$ cat src/stable_max_priority_queue_core_defines.svh
// Assertion macros shared by the priority queue RTL.
// Included by the modules that carry concurrent checks; no other dependencies.
`ifndef STABLE_MAX_PRIORITY_QUEUE_CORE_DEFINES_SVH
`define STABLE_MAX_PRIORITY_QUEUE_CORE_DEFINES_SVH
`ifndef SYNTHESIS
// Same-cycle implication, disabled while reset is asserted.
`define SMPQ_ASSERT_IMP(label, clk, rstn, ante, cons) \
    label: assert property (@(posedge clk) disable iff (!(rstn)) (ante) |-> (cons)) \
        else $error("priority queue check failed");
// Next-cycle implication, disabled while reset is asserted.
`define SMPQ_ASSERT_NXT(label, clk, rstn, ante, cons) \
    label: assert property (@(posedge clk) disable iff (!(rstn)) (ante) |=> (cons)) \
        else $error("priority queue check failed");
`else
`define SMPQ_ASSERT_IMP(label, clk, rstn, ante, cons)
`define SMPQ_ASSERT_NXT(label, clk, rstn, ante, cons)
`endif
`endif

$ cat src/smpq_pkg.sv
// Package for the stable max-first priority queue: widths, codes and shared types.
// Used by smpq_cell and stable_max_priority_queue_core; no dependencies.
package smpq_pkg;

    localparam int SMPQ_DEPTH = 8;
    localparam int VALUE_W    = 32;
    localparam int PRIO_W     = 16;
    localparam int OCC_W      = 4;

    localparam logic [1:0] MODE_INSERT = 2'd0;
    localparam logic [1:0] MODE_REMOVE = 2'd1;
    localparam logic [1:0] MODE_PEEK   = 2'd2;

    localparam logic [1:0] ST_OK    = 2'd0;
    localparam logic [1:0] ST_FULL  = 2'd1;
    localparam logic [1:0] ST_EMPTY = 2'd2;

    typedef struct packed {
        logic signed [VALUE_W-1:0] value;
        logic signed [PRIO_W-1:0]  prio;
    } smpq_item_t;

    typedef struct packed {
        logic ins;
        logic rem;
    } smpq_ctl_t;

endpackage

$ cat src/smpq_cell.sv
// One slot of the sorted shift-register queue.
// Depends on smpq_pkg for the item and control types.
module smpq_cell
    import smpq_pkg::*;
#(
    parameter int DEPTH = SMPQ_DEPTH,
    parameter int INDEX = 0,
    localparam int CNT_W = $clog2(DEPTH + 1)
) (
    input  logic             aclk,
    input  smpq_ctl_t        ctl,
    input  smpq_item_t       new_item,
    input  logic [CNT_W-1:0] count,
    input  logic             left_gt,
    input  smpq_item_t       left_item,
    input  smpq_item_t       right_item,
    output logic             gt,
    output smpq_item_t       item
);

    localparam logic [CNT_W-1:0] IDX = CNT_W'(INDEX);

    smpq_item_t item_reg;
    smpq_item_t item_next;

    // The new item belongs before this slot if the slot is empty or holds a
    // strictly lower priority; equal priorities keep the older entry in front.
    assign gt = (IDX >= count) || (new_item.prio > item_reg.prio);

    always_comb begin
        item_next = item_reg;
        priority if (ctl.rem) begin
            item_next = right_item;
        end else if (ctl.ins && gt) begin
            item_next = left_gt ? left_item : new_item;
        end
    end

    always_ff @(posedge aclk) begin
        item_reg <= item_next;
    end

    assign item = item_reg;

endmodule

$ cat src/stable_max_priority_queue_core.sv
// Stable max-first priority queue built as a chain of sorted cells.
// Depends on smpq_pkg, smpq_cell and stable_max_priority_queue_core_defines.svh.
//
// Usage: each transaction on the s_ channel carries an operation in s_mode
// (insert, remove highest, peek highest) together with s_value and s_prio.
// Every accepted transaction produces exactly one transaction on the m_
// channel with a status, the removed or peeked pair, and the occupancy after
// the operation. Entries are kept sorted by descending signed priority, with
// equal priorities in arrival order, so the head cell always holds the entry
// to be served. An insert is placed by a local compare in every cell and the
// later cells shift one place back; a remove shifts every cell one place
// forward. m_valid rises in the cycle after acceptance, and one transaction
// can be accepted every cycle while the receiver keeps up, as all cells
// move at once. The result register decouples the two sides: s_ready is high
// whenever the result register is empty or is being emptied in this cycle,
// so a stalled receiver holds the result and blocks only further input.
// A synchronous low aresetn empties the queue and drops any pending result;
// the cell contents themselves are not cleared, as only occupied cells are
// ever read.
`include "stable_max_priority_queue_core_defines.svh"

module stable_max_priority_queue_core
    import smpq_pkg::*;
#(
    parameter int DEPTH = SMPQ_DEPTH
) (
    input  logic                      aclk,
    input  logic                      aresetn,
    input  logic                      s_valid,
    output logic                      s_ready,
    input  logic [1:0]                s_mode,
    input  logic signed [VALUE_W-1:0] s_value,
    input  logic signed [PRIO_W-1:0]  s_prio,
    output logic                      m_valid,
    input  logic                      m_ready,
    output logic [1:0]                m_status,
    output logic signed [VALUE_W-1:0] m_out_value,
    output logic signed [PRIO_W-1:0]  m_out_prio,
    output logic [OCC_W-1:0]          m_occupancy
);

    localparam int CNT_W = $clog2(DEPTH + 1);

    logic             s_fire;
    smpq_ctl_t        ctl;
    smpq_item_t       new_item;
    smpq_item_t       cell_item [DEPTH];
    logic             cell_gt   [DEPTH];
    smpq_item_t       head;
    logic             is_full;
    logic             is_empty;
    logic             full_fire;

    logic [CNT_W-1:0] cnt_reg;
    logic [CNT_W-1:0] cnt_next;
    logic             m_valid_reg;
    logic             m_valid_next;
    logic [1:0]       status_reg;
    logic [1:0]       status_next;
    smpq_item_t       res_reg;
    smpq_item_t       res_next;
    logic [OCC_W-1:0] occ_reg;
    logic [OCC_W-1:0] occ_next;
    logic [CNT_W+OCC_W-1:0] occ_wide;

    assign s_ready        = !m_valid_reg || m_ready;
    assign s_fire         = s_valid && s_ready;
    assign new_item.value = s_value;
    assign new_item.prio  = s_prio;
    assign head           = cell_item[0];
    assign is_full        = (cnt_reg == CNT_W'(DEPTH));
    assign is_empty       = (cnt_reg == '0);
    assign full_fire      = s_fire && (s_mode == MODE_INSERT) && is_full;

    // The chain: each cell looks at its left neighbour for inserts and at its
    // right neighbour for removals. The tail cell refills from itself on a
    // remove, which only ever lands in a slot that has just become empty.
    for (genvar i = 0; i < DEPTH; i++) begin : g_cell
        logic       left_gt;
        smpq_item_t left_item;
        smpq_item_t right_item;

        if (i == 0) begin : g_first
            assign left_gt   = 1'b0;
            assign left_item = new_item;
        end else begin : g_mid
            assign left_gt   = cell_gt[i-1];
            assign left_item = cell_item[i-1];
        end

        if (i == DEPTH - 1) begin : g_last
            assign right_item = cell_item[i];
        end else begin : g_inner
            assign right_item = cell_item[i+1];
        end

        smpq_cell #(
            .DEPTH (DEPTH),
            .INDEX (i)
        ) u_cell (
            .aclk       (aclk),
            .ctl        (ctl),
            .new_item   (new_item),
            .count      (cnt_reg),
            .left_gt    (left_gt),
            .left_item  (left_item),
            .right_item (right_item),
            .gt         (cell_gt[i]),
            .item       (cell_item[i])
        );
    end

    // Operation decode. The chain is only told to move on an accepted
    // transaction, and never on a rejected insert or an empty remove.
    always_comb begin
        ctl         = '0;
        status_next = ST_OK;
        res_next    = '0;
        cnt_next    = cnt_reg;
        unique case (s_mode)
            MODE_INSERT: begin
                if (is_full) begin
                    status_next = ST_FULL;
                end else begin
                    ctl.ins  = s_fire;
                    cnt_next = cnt_reg + CNT_W'(1);
                end
            end
            MODE_REMOVE: begin
                if (is_empty) begin
                    status_next = ST_EMPTY;
                end else begin
                    ctl.rem  = s_fire;
                    res_next = head;
                    cnt_next = cnt_reg - CNT_W'(1);
                end
            end
            MODE_PEEK: begin
                if (is_empty) begin
                    status_next = ST_EMPTY;
                end else begin
                    res_next = head;
                end
            end
            default: begin
                status_next = ST_OK;
            end
        endcase
    end

    // Occupancy is reported modulo the width of its field.
    assign occ_wide = {{OCC_W{1'b0}}, cnt_next};
    assign occ_next = occ_wide[OCC_W-1:0];

    always_comb begin
        m_valid_next = m_valid_reg;
        priority if (s_fire) begin
            m_valid_next = 1'b1;
        end else if (m_ready) begin
            m_valid_next = 1'b0;
        end
    end

    always_ff @(posedge aclk) begin
        if (!aresetn) begin
            cnt_reg     <= '0;
            m_valid_reg <= 1'b0;
        end else begin
            m_valid_reg <= m_valid_next;
            if (s_fire) begin
                cnt_reg <= cnt_next;
            end
        end
    end

    always_ff @(posedge aclk) begin
        if (s_fire) begin
            status_reg <= status_next;
            res_reg    <= res_next;
            occ_reg    <= occ_next;
        end
    end

    assign m_valid     = m_valid_reg;
    assign m_status    = status_reg;
    assign m_out_value = res_reg.value;
    assign m_out_prio  = res_reg.prio;
    assign m_occupancy = occ_reg;

    // The fill level never passes the number of cells.
    `SMPQ_ASSERT_IMP(a_cnt_bound, aclk, aresetn, 1'b1, cnt_reg <= CNT_W'(DEPTH))
    // A successful insert grows the queue by exactly one entry.
    `SMPQ_ASSERT_NXT(a_ins_grow, aclk, aresetn, ctl.ins, cnt_reg == $past(cnt_reg) + CNT_W'(1))
    // A remove hands out the entry that stood in the head cell.
    `SMPQ_ASSERT_NXT(a_rem_head, aclk, aresetn, ctl.rem, res_reg == $past(head))
    // An insert into a full queue is answered with a valid result of full status.
    `SMPQ_ASSERT_NXT(a_full_stat, aclk, aresetn, full_fire, m_status == ST_FULL && m_valid)

endmodule

$ cat config.mk
export PLATFORM = sky130hd
export DESIGN_NAME = stable_max_priority_queue_core
export DESIGN_NICKNAME = d
export VERILOG_FILES = /design/src/smpq_pkg.sv /design/src/smpq_cell.sv /design/src/stable_max_priority_queue_core.sv
export VERILOG_INCLUDE_DIRS = /design/src /design/src/src
export SDC_FILE = /design/constraint.sdc
export NUM_CORES = 1
export LEC_CHECK = 0
export BUFFER_PORTS_ARGS = -buffer_cell sky130_fd_sc_hd__buf_4
export CORE_AREA = 2 2 227 229
export DETAILED_ROUTE_END_ITERATION = 10
export DIE_AREA = 0 0 229 231
export PLACE_DENSITY_LB_ADDON = 0.12
export SYNTH_ARGS = -nofsm -noshare
export SYNTH_HDL_FRONTEND = slang
export SYNTH_SLANG_ARGS = --single-unit
$ cat constraint.sdc
create_clock -name aclk -period 24 [get_ports aclk]
set_clock_uncertainty 0.1 [all_clocks]
set_input_delay 2.4 -clock aclk [delete_from_list [all_inputs] [get_ports aclk]]
set_output_delay 2.4 -clock aclk [all_outputs]
set_load 0.02 [all_outputs]
==> impl_metrics.csv <==
group,metric,value,unit
setup_path,required,24350,ps
timing,setup_viol,0,
synth,ys_ff_latch,443,
synth,synth_xor_area_share,0.03736,%
drt,routedWlPerCell,25.23,um
power_and_ir_drop,p_seq_share,48.7,%
clocking,numCtsBuffers,49,
clocking,cts_root_buf,"clkbuf_16",
power_and_ir_drop,switching_share,25.89,%
setup_path,path_class,"input port to flop",
layout,final_cell_mix,"edfxtp_1 (438), nand2_1 (240), inv_1 (138), ha_1 (135), buf_4 (135)",
placed_design,dp_hpwl,42490,um
timing,timing_hold_violations_final,0,
global_route,grt_pass1_vias,17260,
layout,final_common_cell,"edfxtp_1",
synth,synth_top_family_by_area,"compound AO/OA/AOI/OAI gates",
layout,fin_nets,2233,
die,dieWidth,229,um
die,die_h,231,um
drt,postRouteAntennaNets,0,
power_and_ir_drop,pwr-share-comb,12.8,%
global_route,gr-total-overflow,0,
clocking,post-cts-setup-buffers,0,
timing,fmax,158.7,MHz
layout,drive_above_1_share,20.37,%
timing,timing.slew.headroom,17.91,%
die,num_rows,83,
drt,routed_wl,69710,um
timing,worst_pin_slew,1231,ps
clocking,cts_buffer_depth,3,
synth,yosys_warnings,0,
global_route,grtUsageMet1,37.13,%
global_route,grt_pass1_wl,105800,um
drt,vias,17210,
timing,rsz0062_at_grt,"no",
power_and_ir_drop,p_per_area,72.14,nW/um2
placed_design,gp_congestion,0.8912,
power_and_ir_drop,power,1906,uW
layout,syn_to_final_growth,12.71,%
synth,synth.distinct_cells,54,
global_route,grt_max_degree,230,
global_route,use_met3,3.100,%
synth,synthMuxAreaShare,2.305,%
timing,drv_slew,0,
hold_path,hold_path_class,"flop to flop",
timing,min_period_over_period,26.26,%
die,io_pins,110,
clocking,cts_resized,0,
clocking,cts.sinks,443,
synth,synth-edff-count,438,
placed_design,portBuffers,109,
synth,synth-simple-area-share,13.09,%
global_route,grt.total_usage,26.05,%
global_route,use_met2,41.82,%
synth,synth-seq-area-share,56.53,%
global_route,antenna_found_initial,1,
setup_path,worstSetupStartpointType,"input port",
power_and_ir_drop,power.leakage,0.01011,uW
layout,largest_reg_flops,384,
run_status,status,"complete, no violations",
synth,netlist_area,23440,um2
setup_path,rrSetupSlack,19230,ps
drt,drcViolationCount,0,
die,design.core.area,50680,um2
drt,vias_per_cell,6.228,
synth,synth-compound-area-share,16.25,%
drt,firstDrtPassIters,5,
power_and_ir_drop,p_sw,493.6,uW
synth,syn-mean-instance-area,11.78,um2
clocking,clock_latency,600,ps
timing,min_period,6303,ps
setup_path,crit_path_end_kind,"flop",
synth,synthCells,1991,
power_and_ir_drop,p_int,1413,uW
drt,drt_iter0_markers,1936,
run,maxCapViolCount,0,
power_and_ir_drop,clock_power_share,38.5,%
synth,synth_fa_ha_area_share,7.205,%
global_route,busiest_layer,"met2",
synth,synth_fp_nets,2180,
clocking,clk_pin_slew_worst_paths,60,ps
clocking,cts_tree,"built",
die,initial_core_util,46.26,%
setup_path,critPathMaxFanout,35,
synth,async_reset_ff_share,0,%
clocking,htree_levels,2,
synth,synth_ff_type,"edfxtp_1",
timing,finalSetupTns,0,ps
setup_path,cp.arrival,6660,ps
power_and_ir_drop,max-vdd-ir-drop,0.04927,mV
clocking,postCtsHoldBufs,0,
die,die-area,52900,um2
[stage by stage]
step | worst slack (ps) | hold WS, ps | utilization, % | cells | area (um2)
final | 17700 | 441.5 | 52.14 | 2763 | 26420
after detailed placement | 17200 | 429.5 | 49.18 | 2673 | 24930
after CTS | 17810 | 447.2 | 52.14 | 2762 | 26420
after global placement | 17350 | 427.7 | 49.18 | 2673 | 24930
after floorplan | 10660 | 409.3 | - | 1991 | 23450
after global routing | 17530 | 459.8 | 52.14 | 2762 | 26420
[layer usage]
layer | routed length (um) | vias to the layer above
met5 | 16 | -
met4 | 1844 | 2
met3 | 4400 | 102
met2 | 32210 | 660
met1 | 31240 | 8675
li1 | - | 7769
[final timing paths]
check	start	endpoint	depth (start not counted)
worst min-delay path	g_cell[1].u_cell.item[47]$_DFFE_PP_	g_cell[0].u_cell.item[47]$_DFFE_PP_	2
worst min register to register	g_cell[1].u_cell.item[47]$_DFFE_PP_	g_cell[0].u_cell.item[47]$_DFFE_PP_	2
worst max register to register	cnt_reg[3]$_SDFFE_PN0P_	g_cell[5].u_cell.item[34]$_DFFE_PP_	8
worst max-delay path	s_prio[11]	g_cell[5].u_cell.item[34]$_DFFE_PP_	11
[critical path: stages]
cell	delay, ps
buf_4	170
ha_1	310
nand4_1	210
nor4_1	390
o21ai_0	180
o211a_1	190
a31oi_4	900
buf_4	520
and2_2	470
buf_4	580
a221o_1	250
[layout make-up]
| class | count | area, um2 |
|---|---|---|
| flip-flops and latches | 443 | 13250 |
| repair buffers | 136 | 1033 |
| multi-input cells | 1276 | 9270 |
| inverters | 138 | 518.0 |
| clock buffers | 62 | 1275 |
| diodes | 1 | 2.502 |
| clock inverters | 27 | 221.5 |
| well taps | 680 | 850.8 |
| fillers | 4506 | 24250 |
[logic make-up after synthesis]
group / after synthesis
muxes: 48
AOI/OAI and AO/OA: 442
DFF: 443
and+or+nand+nor: 650
adders and majority gates: 135
xor gates and xnor gates: 1
buffers and inverters: 272
[cells in the mapped netlist (9+ instances only)]
library cell / count / area (um2)
nand2_1: 244 / 915.9
a221o_1: 97 / 970.9
edfxtp_1: 438 / 13150
o221a_1: 9 / 101.4
o221ai_1: 31 / 271.5
nand3_1: 106 / 530.5
ha_1: 135 / 1689
clkbuf_1: 94 / 352.8
o21ai_0: 35 / 175.2
a21oi_1: 37 / 185.2
o221a_2: 87 / 979.7
buf_2: 30 / 150.1
nor2_1: 110 / 412.9
a21o_1: 29 / 217.7
mux2_2: 48 / 540.5
inv_1: 138 / 518.0
and3_1: 50 / 312.8
nor2b_1: 14 / 87.58
nand4_1: 26 / 162.7
o211ai_1: 70 / 525.5
or2_2: 69 / 431.7
[power groups by stage]
stage                     combinational, uW  sequential [uW]  clock, uW
after CTS                               242              928        745
final                                   243              928        734
after global placement                  236              943          0
after detailed placement                241              944          0
after global routing                    265              932        772
after floorplan                         144              946          0
Note: power is estimated with default switching activity, not from simulation.
